<file path="config.mk">
export PLATFORM = sky130hd
export DESIGN_NAME = civil_date_minute_codec_unit
export DESIGN_NICKNAME = d
export VERILOG_FILES = /design/src/hw/rtl/cdmc_pkg.sv /design/src/hw/rtl/cdmc_encode.sv /design/src/hw/rtl/cdmc_split.sv /design/src/hw/rtl/cdmc_civil.sv /design/src/hw/rtl/civil_date_minute_codec_unit.sv
export SDC_FILE = /design/constraint.sdc
export NUM_CORES = 2
export LEC_CHECK = 0
export ABC_AREA = 0
export BUFFER_PORTS_ARGS = -buffer_cell sky130_fd_sc_hd__buf_2
export CORE_MARGIN = 10
export CORE_UTILIZATION = 56
export CTS_CLUSTER_DIAMETER = 50
export DETAILED_ROUTE_END_ITERATION = 10
export PLACE_DENSITY_LB_ADDON = 0.3
export SYNTH_ARGS = -nofsm -noshare
export SYNTH_HDL_FRONTEND = slang
export SYNTH_SLANG_ARGS = --single-unit
</file>
<file path="constraint.sdc">
create_clock -name clk -period 9 [get_ports clk]
set_clock_uncertainty 0.1 [all_clocks]
set_input_delay 1.35 -clock clk [delete_from_list [all_inputs] [get_ports clk]]
set_output_delay 1.35 -clock clk [all_outputs]
set_load 0.005 [all_outputs]
</file>
<file path="src/hw/rtl/cdmc_pkg.sv">
// ----------------------------------------------------------------------------
// Civil date / minute codec package
// Shared stage depths, mode codes and the records passed between the
// encode, split and civil-date pipelines.
// ----------------------------------------------------------------------------
package cdmc_pkg;

    // Mode codes carried with each transfer
    localparam logic MODE_ENCODE = 1'b0;
    localparam logic MODE_DECODE = 1'b1;

    // Register stages of each pipeline
    localparam int FRONT_STAGES = 3;   // encode and time-of-day split
    localparam int CIVIL_STAGES = 8;   // day number to year/month/day

    // Day number and time of day out of the split pipeline
    typedef struct packed {
        logic signed [22:0] day;
        logic [4:0]         hour;
        logic [5:0]         minute;
    } split_t;

    // Calendar fields out of the civil-date pipeline
    typedef struct packed {
        logic [13:0] year;
        logic [3:0]  month;
        logic [4:0]  day;
        logic        range_error;
    } civil_t;

    // Control bits that travel with each item
    typedef struct packed {
        logic vld;
        logic mode;
    } ctl_t;

    // Front-end results held while the civil-date pipeline works
    typedef struct packed {
        logic [32:0] count;
        logic [4:0]  hour;
        logic [5:0]  minute;
    } side_t;

endpackage

</file>
<file path="src/hw/rtl/cdmc_encode.sv">
// ----------------------------------------------------------------------------
// Date to minute count encoder
// Three-stage pipeline: Julian day terms, day offset, scale to minutes.
// ----------------------------------------------------------------------------
module cdmc_encode
    import cdmc_pkg::*;
(
    input  logic               clk,
    input  logic [13:0]        year_in,
    input  logic [3:0]         month_in,
    input  logic [4:0]         day_in,
    input  logic [4:0]         hour_in,
    input  logic [5:0]         minute_in,
    output logic signed [32:0] count
);

    // x / 25 == (x * 5243) >> 17, exact for x below 43690
    localparam logic [12:0] RECIP_25   = 13'd5243;
    localparam logic [25:0] DAY_OFFSET = 26'd2484321;   // 32045 + 2452276

    // (153 * m + 2) / 5 with m the March-based month index
    function automatic logic [8:0] month_term(input logic [3:0] mon);
        logic [8:0] term;
        case (mon)
            4'd0:    term = 9'd275;
            4'd1:    term = 9'd306;
            4'd2:    term = 9'd337;
            4'd3:    term = 9'd0;
            4'd4:    term = 9'd31;
            4'd5:    term = 9'd61;
            4'd6:    term = 9'd92;
            4'd7:    term = 9'd122;
            4'd8:    term = 9'd153;
            4'd9:    term = 9'd184;
            4'd10:   term = 9'd214;
            4'd11:   term = 9'd245;
            4'd12:   term = 9'd275;
            4'd13:   term = 9'd306;
            4'd14:   term = 9'd337;
            default: term = 9'd367;
        endcase
        return term;
    endfunction

    logic               early;
    logic [14:0]        y_next;
    logic [25:0]        p100;
    logic [25:0]        p400;
    logic [14:0]        y_reg;
    logic [7:0]         q100_reg;
    logic [5:0]         q400_reg;
    logic [9:0]         base_reg;
    logic [10:0]        hm_reg;
    logic [25:0]        pos_sum;
    logic signed [23:0] days_reg;
    logic [10:0]        hm2_reg;
    logic signed [35:0] prod_min;
    logic [32:0]        count_next;
    logic signed [32:0] count_reg;

    // Stage 1: March-based year, century terms
    always_comb
    begin
        early  = (month_in <= 4'd2);
        y_next = 15'(year_in) + 15'd4800 - 15'(early);
        p100   = 26'(y_next[14:2]) * 26'(RECIP_25);
        p400   = 26'(y_next[14:4]) * 26'(RECIP_25);
    end

    // Stage 2: day offset from the epoch
    always_comb
    begin
        pos_sum = 26'(y_reg) * 26'd365 + 26'(y_reg[14:2]) + 26'(q400_reg)
                  + 26'(base_reg) - 26'(q100_reg);
    end

    // Stage 3: days to minutes, add time of day (wraps to 33 bits)
    always_comb
    begin
        prod_min   = 36'(days_reg) * 36'sd1440;
        count_next = prod_min[32:0] + 33'(hm2_reg);
    end

    always_ff @(posedge clk)
    begin
        y_reg     <= y_next;
        q100_reg  <= p100[24:17];
        q400_reg  <= p400[22:17];
        base_reg  <= 10'(day_in) + 10'(month_term(month_in));
        hm_reg    <= 11'(hour_in) * 11'd60 + 11'(minute_in);
        days_reg  <= 24'(pos_sum - DAY_OFFSET);
        hm2_reg   <= hm_reg;
        count_reg <= count_next;
    end

    assign count = count_reg;

endmodule

</file>
<file path="src/hw/rtl/cdmc_split.sv">
// ----------------------------------------------------------------------------
// Minute count splitter
// Floor division of the signed minute count by 1440, then hour and minute
// of the remainder. Three register stages.
// ----------------------------------------------------------------------------
module cdmc_split
    import cdmc_pkg::*;
(
    input  logic               clk,
    input  logic signed [32:0] count,
    output split_t             split
);

    // Whole days added so the biased count is never negative
    localparam logic [23:0] BIAS_DAYS = 24'd2982617;
    localparam logic [33:0] BIAS_MIN  = 34'd4294968480;   // BIAS_DAYS * 1440
    // floor(2^35 / 45): estimate low by at most one
    localparam logic [29:0] RECIP_45  = 30'd763549741;
    // x / 15 == (x * 1093) >> 14 for x below 1489
    localparam logic [10:0] RECIP_15  = 11'd1093;

    logic [33:0]        biased;
    logic [58:0]        prod45;
    logic [28:0]        x_reg;
    logic [4:0]         lo_reg;
    logic [23:0]        qe_reg;
    logic [28:0]        r_full;
    logic               over;
    logic [23:0]        q_fix;
    logic [6:0]         r_fix;
    logic signed [24:0] day_full;
    logic signed [22:0] day_reg;
    logic [10:0]        rem_reg;
    logic [19:0]        hp;
    logic [10:0]        mi_full;
    split_t             split_reg;

    // Stage 1: bias, divide by 32 by shift, estimate quotient by 45
    always_comb
    begin
        biased = 34'(count) + BIAS_MIN;
        prod45 = 59'(biased[33:5]) * 59'(RECIP_45);
    end

    // Stage 2: correct the estimate, remove the bias
    always_comb
    begin
        r_full   = x_reg - 29'(qe_reg) * 29'd45;
        over     = (r_full[6:0] >= 7'd45);
        q_fix    = qe_reg + 24'(over);
        r_fix    = over ? (r_full[6:0] - 7'd45) : r_full[6:0];
        day_full = $signed({1'b0, q_fix}) - $signed({1'b0, BIAS_DAYS});
    end

    // Stage 3: hour and minute of the minute of day
    always_comb
    begin
        hp      = 20'(rem_reg[10:2]) * 20'(RECIP_15);
        mi_full = rem_reg - 11'(hp[18:14]) * 11'd60;
    end

    always_ff @(posedge clk)
    begin
        x_reg            <= biased[33:5];
        lo_reg           <= biased[4:0];
        qe_reg           <= prod45[58:35];
        day_reg          <= day_full[22:0];
        rem_reg          <= {r_fix[5:0], lo_reg};
        split_reg.day    <= day_reg;
        split_reg.hour   <= hp[18:14];
        split_reg.minute <= mi_full[5:0];
    end

    assign split = split_reg;

endmodule

</file>
<file path="src/hw/rtl/cdmc_civil.sv">
// ----------------------------------------------------------------------------
// Day number to civil date
// Eight register stages through the 400/100-year and 4-year cycles and the
// month span; all divisions truncate toward zero.
// ----------------------------------------------------------------------------
module cdmc_civil
    import cdmc_pkg::*;
(
    input  logic               clk,
    input  logic signed [22:0] day_num,
    output civil_t             civil
);

    localparam logic [22:0] RECIP_D400 = 23'd7525901;   // floor(2^40 / 146097)
    localparam logic [19:0] RECIP_D4   = 20'd734936;    // floor(2^30 / 1461)
    localparam logic [11:0] RECIP_153  = 12'd3427;      // exact >> 19 below 4096
    localparam logic [11:0] RECIP_5    = 12'd3277;      // exact >> 14 below 4096

    // stage 1
    logic signed [25:0] n1;
    logic [25:0]        mag1_full;
    logic [46:0]        prod1;
    logic signed [23:0] d1_reg;
    logic [23:0]        mag1_reg;
    logic [6:0]         qe1_reg;
    logic               neg1_reg;
    // stage 2
    logic [23:0]        r1;
    logic [7:0]         q1;
    logic signed [7:0]  t1_next;
    logic signed [23:0] d2a_reg;
    logic signed [7:0]  t1_reg;
    // stage 3
    logic signed [24:0] d2_full;
    logic signed [19:0] d2_reg;
    logic signed [14:0] ycent_reg;
    // stage 4
    logic signed [21:0] n2;
    logic [21:0]        mag2_full;
    logic [38:0]        prod2;
    logic signed [19:0] d2b_reg;
    logic signed [14:0] ycent2_reg;
    logic [18:0]        mag2_reg;
    logic [7:0]         qe2_reg;
    logic               neg2_reg;
    // stage 5
    logic [18:0]        r2;
    logic [8:0]         q2;
    logic signed [8:0]  t2_next;
    logic signed [19:0] d2c_reg;
    logic signed [14:0] ycent3_reg;
    logic signed [8:0]  t2_reg;
    // stage 6
    logic signed [20:0] d3_full;
    logic signed [11:0] d3_reg;
    logic signed [14:0] y_reg;
    // stage 7
    logic signed [13:0] n3;
    logic [13:0]        mag3_full;
    logic [23:0]        prod3;
    logic signed [5:0]  q3;
    logic signed [11:0] d3b_reg;
    logic signed [14:0] y2_reg;
    logic signed [5:0]  m_reg;
    // stage 8
    logic signed [12:0] n4;
    logic [12:0]        mag4_full;
    logic [23:0]        prod4;
    logic signed [12:0] q4;
    logic signed [12:0] d4;
    logic               late;
    logic signed [14:0] y_adj;
    logic signed [5:0]  mon;
    civil_t             civil_next;
    civil_t             civil_reg;

    // Stage 1: 4 * (d + 36525), magnitude, quotient estimate by 146097
    always_comb
    begin
        n1        = (26'(day_num) + 26'sd767681) <<< 2;
        mag1_full = n1[25] ? 26'(-n1) : 26'(n1);
        prod1     = 47'(mag1_full[23:0]) * 47'(RECIP_D400);
    end

    // Stage 2: correct estimate, century counter t = trunc - 1
    always_comb
    begin
        r1      = mag1_reg - 24'(qe1_reg) * 24'd146097;
        q1      = 8'(qe1_reg) + 8'(r1 >= 24'd146097);
        t1_next = neg1_reg ? $signed(~q1) : $signed(q1 - 8'd1);
    end

    // Stage 3: remove whole centuries
    always_comb
    begin
        d2_full = 25'(d2a_reg) - 25'(t1_reg) * 25'sd36524 - 25'(t1_reg >>> 2);
    end

    // Stage 4: 4 * (d + 366), magnitude, quotient estimate by 1461
    always_comb
    begin
        n2        = (22'(d2_reg) + 22'sd366) <<< 2;
        mag2_full = n2[21] ? 22'(-n2) : 22'(n2);
        prod2     = 39'(mag2_full[18:0]) * 39'(RECIP_D4);
    end

    // Stage 5: correct estimate, year-in-century counter
    always_comb
    begin
        r2      = mag2_reg - 19'(qe2_reg) * 19'd1461;
        q2      = 9'(qe2_reg) + 9'(r2 >= 19'd1461);
        t2_next = neg2_reg ? $signed(~q2) : $signed(q2 - 9'd1);
    end

    // Stage 6: remove whole years
    always_comb
    begin
        d3_full = 21'(d2c_reg) - 21'(t2_reg) * 21'sd365 - 21'(t2_reg >>> 2);
    end

    // Stage 7: March-based month index
    always_comb
    begin
        n3        = 14'(d3_reg) * 14'sd5 + 14'sd2;
        mag3_full = n3[13] ? 14'(-n3) : 14'(n3);
        prod3     = 24'(mag3_full[11:0]) * 24'(RECIP_153);
        q3        = $signed({1'b0, prod3[23:19]});
        q3        = n3[13] ? -q3 : q3;
    end

    // Stage 8: day of month, January/February roll into next year
    always_comb
    begin
        n4        = 13'(m_reg) * 13'sd153 + 13'sd2;
        mag4_full = n4[12] ? 13'(-n4) : 13'(n4);
        prod4     = 24'(mag4_full[11:0]) * 24'(RECIP_5);
        q4        = $signed({3'b000, prod4[23:14]});
        q4        = n4[12] ? -q4 : q4;
        d4        = 13'(d3b_reg) - q4;
        late      = (m_reg > 6'sd9);
        y_adj     = y2_reg + (late ? 15'sd1 : 15'sd0);
        mon       = m_reg + 6'sd3 - (late ? 6'sd12 : 6'sd0);

        civil_next.year        = y_adj[13:0];
        civil_next.month       = mon[3:0];
        civil_next.day         = 5'(d4 + 13'sd1);
        civil_next.range_error = (y_adj < 15'sd1) || (y_adj > 15'sd9999);
    end

    always_ff @(posedge clk)
    begin
        d1_reg     <= 24'(day_num) + 24'sd731156;
        mag1_reg   <= mag1_full[23:0];
        qe1_reg    <= prod1[46:40];
        neg1_reg   <= n1[25];

        d2a_reg    <= d1_reg;
        t1_reg     <= t1_next;

        d2_reg     <= d2_full[19:0];
        ycent_reg  <= 15'(t1_reg) * 15'sd100;

        d2b_reg    <= d2_reg;
        ycent2_reg <= ycent_reg;
        mag2_reg   <= mag2_full[18:0];
        qe2_reg    <= prod2[37:30];
        neg2_reg   <= n2[21];

        d2c_reg    <= d2b_reg;
        ycent3_reg <= ycent2_reg;
        t2_reg     <= t2_next;

        d3_reg     <= d3_full[11:0];
        y_reg      <= ycent3_reg + 15'(t2_reg);

        d3b_reg    <= d3_reg;
        y2_reg     <= y_reg;
        m_reg      <= q3;

        civil_reg  <= civil_next;
    end

    assign civil = civil_reg;

endmodule

</file>
<file path="src/hw/rtl/civil_date_minute_codec_unit.sv">
// ----------------------------------------------------------------------------
// Civil date / minute codec
// Converts a Gregorian date and time to signed minutes since 2002-01-01 00:00
// (mode 0) or back (mode 1). One transfer is taken in every clock cycle:
// busy never rises. Each result appears on the output ports for a single
// cycle with done high; the depth is set by the decode path, a chain of
// constant divisions (1440, 146097, 1461, 153, 5), the first three each cut
// into a multiply-by-reciprocal stage and a correction stage. The
// receiver must take every result as it comes. Fields that do not apply to
// the selected mode read zero; range_error flags a decoded year outside
// 1..9999.
// ----------------------------------------------------------------------------
module civil_date_minute_codec_unit
    import cdmc_pkg::*;
(
    input  logic               clk,
    input  logic               rst_n,
    input  logic               start,
    output logic               busy,
    input  logic               mode,
    input  logic [13:0]        year_in,
    input  logic [3:0]         month_in,
    input  logic [4:0]         day_in,
    input  logic [4:0]         hour_in,
    input  logic [5:0]         minute_in,
    input  logic signed [32:0] count_in,
    output logic               done,
    output logic signed [32:0] count_out,
    output logic [13:0]        year_out,
    output logic [3:0]         month_out,
    output logic [4:0]         day_out,
    output logic [4:0]         hour_out,
    output logic [5:0]         minute_out,
    output logic               range_error
);

    localparam int CTL_DEPTH = FRONT_STAGES + CIVIL_STAGES;
    localparam int LATENCY   = CTL_DEPTH + 1;

    logic signed [32:0] enc_count;
    split_t             split;
    civil_t             civil;
    ctl_t               ctl_reg [CTL_DEPTH];
    side_t              side_reg [CIVIL_STAGES];
    ctl_t               ctl_last;
    side_t              side_last;
    logic               done_reg;
    logic signed [32:0] count_reg;
    logic [13:0]        year_reg;
    logic [3:0]         month_reg;
    logic [4:0]         day_reg;
    logic [4:0]         hour_reg;
    logic [5:0]         minute_reg;
    logic               err_reg;

    // The pipeline never stalls
    assign busy = 1'b0;

    cdmc_encode u_encode (
        .clk       (clk),
        .year_in   (year_in),
        .month_in  (month_in),
        .day_in    (day_in),
        .hour_in   (hour_in),
        .minute_in (minute_in),
        .count     (enc_count)
    );

    cdmc_split u_split (
        .clk   (clk),
        .count (count_in),
        .split (split)
    );

    cdmc_civil u_civil (
        .clk     (clk),
        .day_num (split.day),
        .civil   (civil)
    );

    assign ctl_last  = ctl_reg[CTL_DEPTH-1];
    assign side_last = side_reg[CIVIL_STAGES-1];

    // Valid and mode travel alongside the data
    always_ff @(posedge clk or negedge rst_n)
    begin
        if (!rst_n)
        begin
            for (int i = 0; i < CTL_DEPTH; i++)
            begin
                ctl_reg[i] <= '0;
            end
            done_reg <= 1'b0;
        end
        else
        begin
            ctl_reg[0].vld  <= start && !busy;
            ctl_reg[0].mode <= mode;
            for (int i = 1; i < CTL_DEPTH; i++)
            begin
                ctl_reg[i] <= ctl_reg[i-1];
            end
            done_reg <= ctl_last.vld;
        end
    end

    // Hold encode count and time of day while the date is recovered
    always_ff @(posedge clk)
    begin
        side_reg[0].count  <= enc_count;
        side_reg[0].hour   <= split.hour;
        side_reg[0].minute <= split.minute;
        for (int i = 1; i < CIVIL_STAGES; i++)
        begin
            side_reg[i] <= side_reg[i-1];
        end
    end

    // Output register: pick the fields of the selected mode
    always_ff @(posedge clk)
    begin
        if (ctl_last.mode == MODE_DECODE)
        begin
            count_reg  <= '0;
            year_reg   <= civil.year;
            month_reg  <= civil.month;
            day_reg    <= civil.day;
            hour_reg   <= side_last.hour;
            minute_reg <= side_last.minute;
            err_reg    <= civil.range_error;
        end
        else
        begin
            count_reg  <= side_last.count;
            year_reg   <= '0;
            month_reg  <= '0;
            day_reg    <= '0;
            hour_reg   <= '0;
            minute_reg <= '0;
            err_reg    <= 1'b0;
        end
    end

    assign done        = done_reg;
    assign count_out   = count_reg;
    assign year_out    = year_reg;
    assign month_out   = month_reg;
    assign day_out     = day_reg;
    assign hour_out    = hour_reg;
    assign minute_out  = minute_reg;
    assign range_error = err_reg;

`ifndef SYNTHESIS
    // Every result stems from a transfer taken a fixed depth earlier
    a_done_has_start: assert property (@(posedge clk) disable iff (!rst_n)
        done |-> $past(start, LATENCY))
        else $error("result without a matching transfer");

    // Every transfer yields exactly one result after the pipeline depth
    a_start_gives_done: assert property (@(posedge clk) disable iff (!rst_n)
        start |-> ##LATENCY done)
        else $error("transfer lost in the pipeline");

    // Floor split of the minute count keeps time of day in range
    a_time_of_day: assert property (@(posedge clk) disable iff (!rst_n)
        done |-> (hour_out < 5'd24) && (minute_out < 6'd60))
        else $error("time of day out of range");

    // Range flag only comes from decode, where the count reads zero
    a_error_decode_only: assert property (@(posedge clk) disable iff (!rst_n)
        done && range_error |-> (count_out == 33'sd0))
        else $error("range flag with an encode result");
`endif

endmodule
</file>
==> flow_metrics.env <==
export IMPL_final_seq_area_um2=18900
export IMPL_hold_violations=0
export IMPL_area_growth_synth_to_final_pct=14.4
export IMPL_top_level_ports=141
export IMPL_die_area_um2=159000
export IMPL_drive_above_1_share_pct=12.1
export IMPL_synth_most_common_cell="inv_1"
export IMPL_holdPathStages=0
export IMPL_largest_register_ffs=352
export IMPL_fp_dieW_um=399
export IMPL_status="complete, but fails checks"
export IMPL_max_freq_mhz=108
export IMPL_rsz0062_at_grt="yes"
export IMPL_grt_pass1_vias=57000
export IMPL_grt_pass1_wl_um=282000
export IMPL_reg2reg_depth=45
export IMPL_viasPerCell=5.03
export IMPL_period_needed_ns=9.27
export IMPL_first_pass_iters=5
export IMPL_setup_viol_count_final=1
export IMPL_path_clk_slew_ns=0.06
export IMPL_syn_avg_cell_area_um2=10.5
export IMPL_antenna_found_initial=0
export IMPL_synth_cell_types=97
export IMPL_nFillCells=11100
export IMPL_start_util_pct=56.5
export IMPL_synth_top_area_cell="fa_1"
export IMPL_worstPathArrival_ns=9.84
export IMPL_worst_slew_pin_slew_ns=0.881
export IMPL_clk_latency_ns=0.74
export IMPL_coreArea_um2=142000
export IMPL_n_antenna_cell=0
export IMPL_hp_class="reg -> reg"
export IMPL_min_period_over_period_pct=103
export IMPL_grt_max_degree=69
export IMPL_synthFlopType="dfxtp_1"
export IMPL_crit_type="reg -> reg"
export IMPL_cts_hold_buffers_added=0
export IMPL_numCtsBuffers=108
export IMPL_crit_slowest_cell="fa_1"
export IMPL_cap_viol_max_count=0
export IMPL_ys_ff_latch=936
export IMPL_die_h_um=399
export IMPL_drt_iter0_drc=1834
export IMPL_multi_input_area_um2=54800
export IMPL_netlist_area_leader_share_pct=25.5
export IMPL_synth_common_cells="inv_1 (1,932), ha_1 (1,571), fa_1 (1,023)"
export IMPL_finish_net_count=11000
export IMPL_vias=52100
export IMPL_cp_end_kind="flip-flop"
export IMPL_wl_per_cell_um=16.3
export IMPL_crit_required_ns=9.57
export IMPL_synthesis_area_um2=80300
export IMPL_path_max_fanout=5
export IMPL_relSlewSlack_pct=41.3
export IMPL_cts_sinks=936
export IMPL_synth_edf_count=0
export IMPL_drt_wl_total_um=169000
export IMPL_io_buffers=139
export IMPL_grt_total_usage_pct=21.9
export IMPL_slew_violations=0
export IMPL_ant_nets=0
export IMPL_violations="setup timing"
export IMPL_slowest_delay_ns=0.53
export IMPL_netlist_instances=7648
export IMPL_seq_area_frac_synth_pct=23.5
export IMPL_cts_htree_levels=3
export IMPL_startpoint_type="flip-flop"
export IMPL_rrSetupSlack_ns=-0.27
export IMPL_cts_tree="done"
export IMPL_gp_congestion=0.920
export IMPL_dp_hpwl_um=145000
export IMPL_grt_ovfl_total=0
export IMPL_finish_utilization_pct=64.7
export IMPL_async_flop_share_pct=2.46
export IMPL_rows=138
export IMPL_cts_buffer_depth=3
export IMPL_finalWorstSetupSlack_ns=-0.272
export IMPL_root_buffer="clkbuf_16"
export IMPL_ys_warn_count=0
export IMPL_drcViolationCount=0
export IMPL_ys_top_cells_by_area="fa_1 (25%), ha_1 (24%), dfxtp_1 (23%)"
## repair_timing
item / 4_1_cts / 5_1_grt
pin swaps: 12 / 45
buffers inserted: 7 / 13
resized for setup: 16 / 111
gates cloned: 0 / 1
setup endpoints to repair: 13 / 33
## stage by stage
step	area [um^2]	setup slack [ns]	setup TNS [ns]	hold slack [ns]	instances
after floorplan	80500	-0.153	-0.153	0.210	7649
after global placement	87100	-0.793	-11.28	0.209	10100
after detailed placement	87100	-0.959	-15.39	0.212	10100
after CTS	91300	-0.278	-0.278	0.161	10400
after global routing	91900	-0.757	-1.04	0.176	10400
final	91900	-0.272	-0.272	0.176	10400
## cell usage in the layout, fill, tap and decap left out, drive strengths merged, types with 10 or more instances in the layout
master / count
nor4: 10
buf: 664
mux2i: 11
a31oi: 32
fa: 1023
nor3b: 17
ha: 1571
nand3: 73
a21boi: 16
nand2b: 40
a21o: 83
or4: 12
a2111oi: 10
a21oi: 222
a211oi: 21
and2: 52
or3: 16
o21ai: 140
clkbuf: 131
xor2: 166
dfrtp: 23
inv: 1951
xnor2: 353
nor2b: 66
nand4: 25
o21bai: 43
nor3: 84
or2: 16
and3: 35
dfxtp: 913
o21a: 49
o31ai: 16
clkinv: 35
bufinv: 11
nor2: 242
nand2: 163
## logic make-up (layout without fill, tap and decap cells)
group,count (synthesis),after routing,share of synthesized area (%)
compound gates,727,727,5.87
xor+xnor,521,521,5.71
fa+ha+maj,2594,2594,50.0
buf+inv,1974,2800,9.27
flops,936,936,23.5
mux,14,14,0.193
other cells,1,2,0.00467
simple gates,881,881,5.53
## critical path, delay by kind of cell, from the launching register on
family / cells / cell delay [ns]
XOR/XNOR: 9 / 1.42
adder cells (fa/ha/maj): 14 / 4.86
AO/OA/AOI/OAI: 12 / 1.80
buffers and inverters: 8 / 0.48
flip-flops: 1 / 0.38
AND/OR/NAND/NOR: 2 / 0.14
## final timing paths
path | start | to
max in group asynchronous | rst_n | ctl_reg[21]
min in group asynchronous | rst_n | ctl_reg[10]
setup reg to reg | u_civil.m_reg[1] | u_civil.civil[5]
hold / removal | ctl_reg[20] | ctl_reg[18]
hold reg to reg | ctl_reg[20] | ctl_reg[18]
setup / recovery | u_civil.m_reg[1] | u_civil.civil[5]
## layout make-up
cell class | count | share of cell area [%]
clock buffer | 131 | 3.20
clock inverter | 73 | 1.16
inverter | 1932 | 7.89
multi-input combinational | 4739 | 59.6
sequential | 936 | 20.5
tap | 1890 | 2.57
timing repair buffer | 664 | 5.06
## layer usage
metal,GRT usage (%),routed length (um),vias to the layer above
met3,2.70,5800,229
met4,5.22,4000,0
met1,27.8,74200,25500
li1,-,-,25600
met2,39.4,85400,785
met5,0,0,-
Power is left out: the tool's default activity adds up to more than one toggle a clock period on the data nets, which glitch-free logic cannot reach.
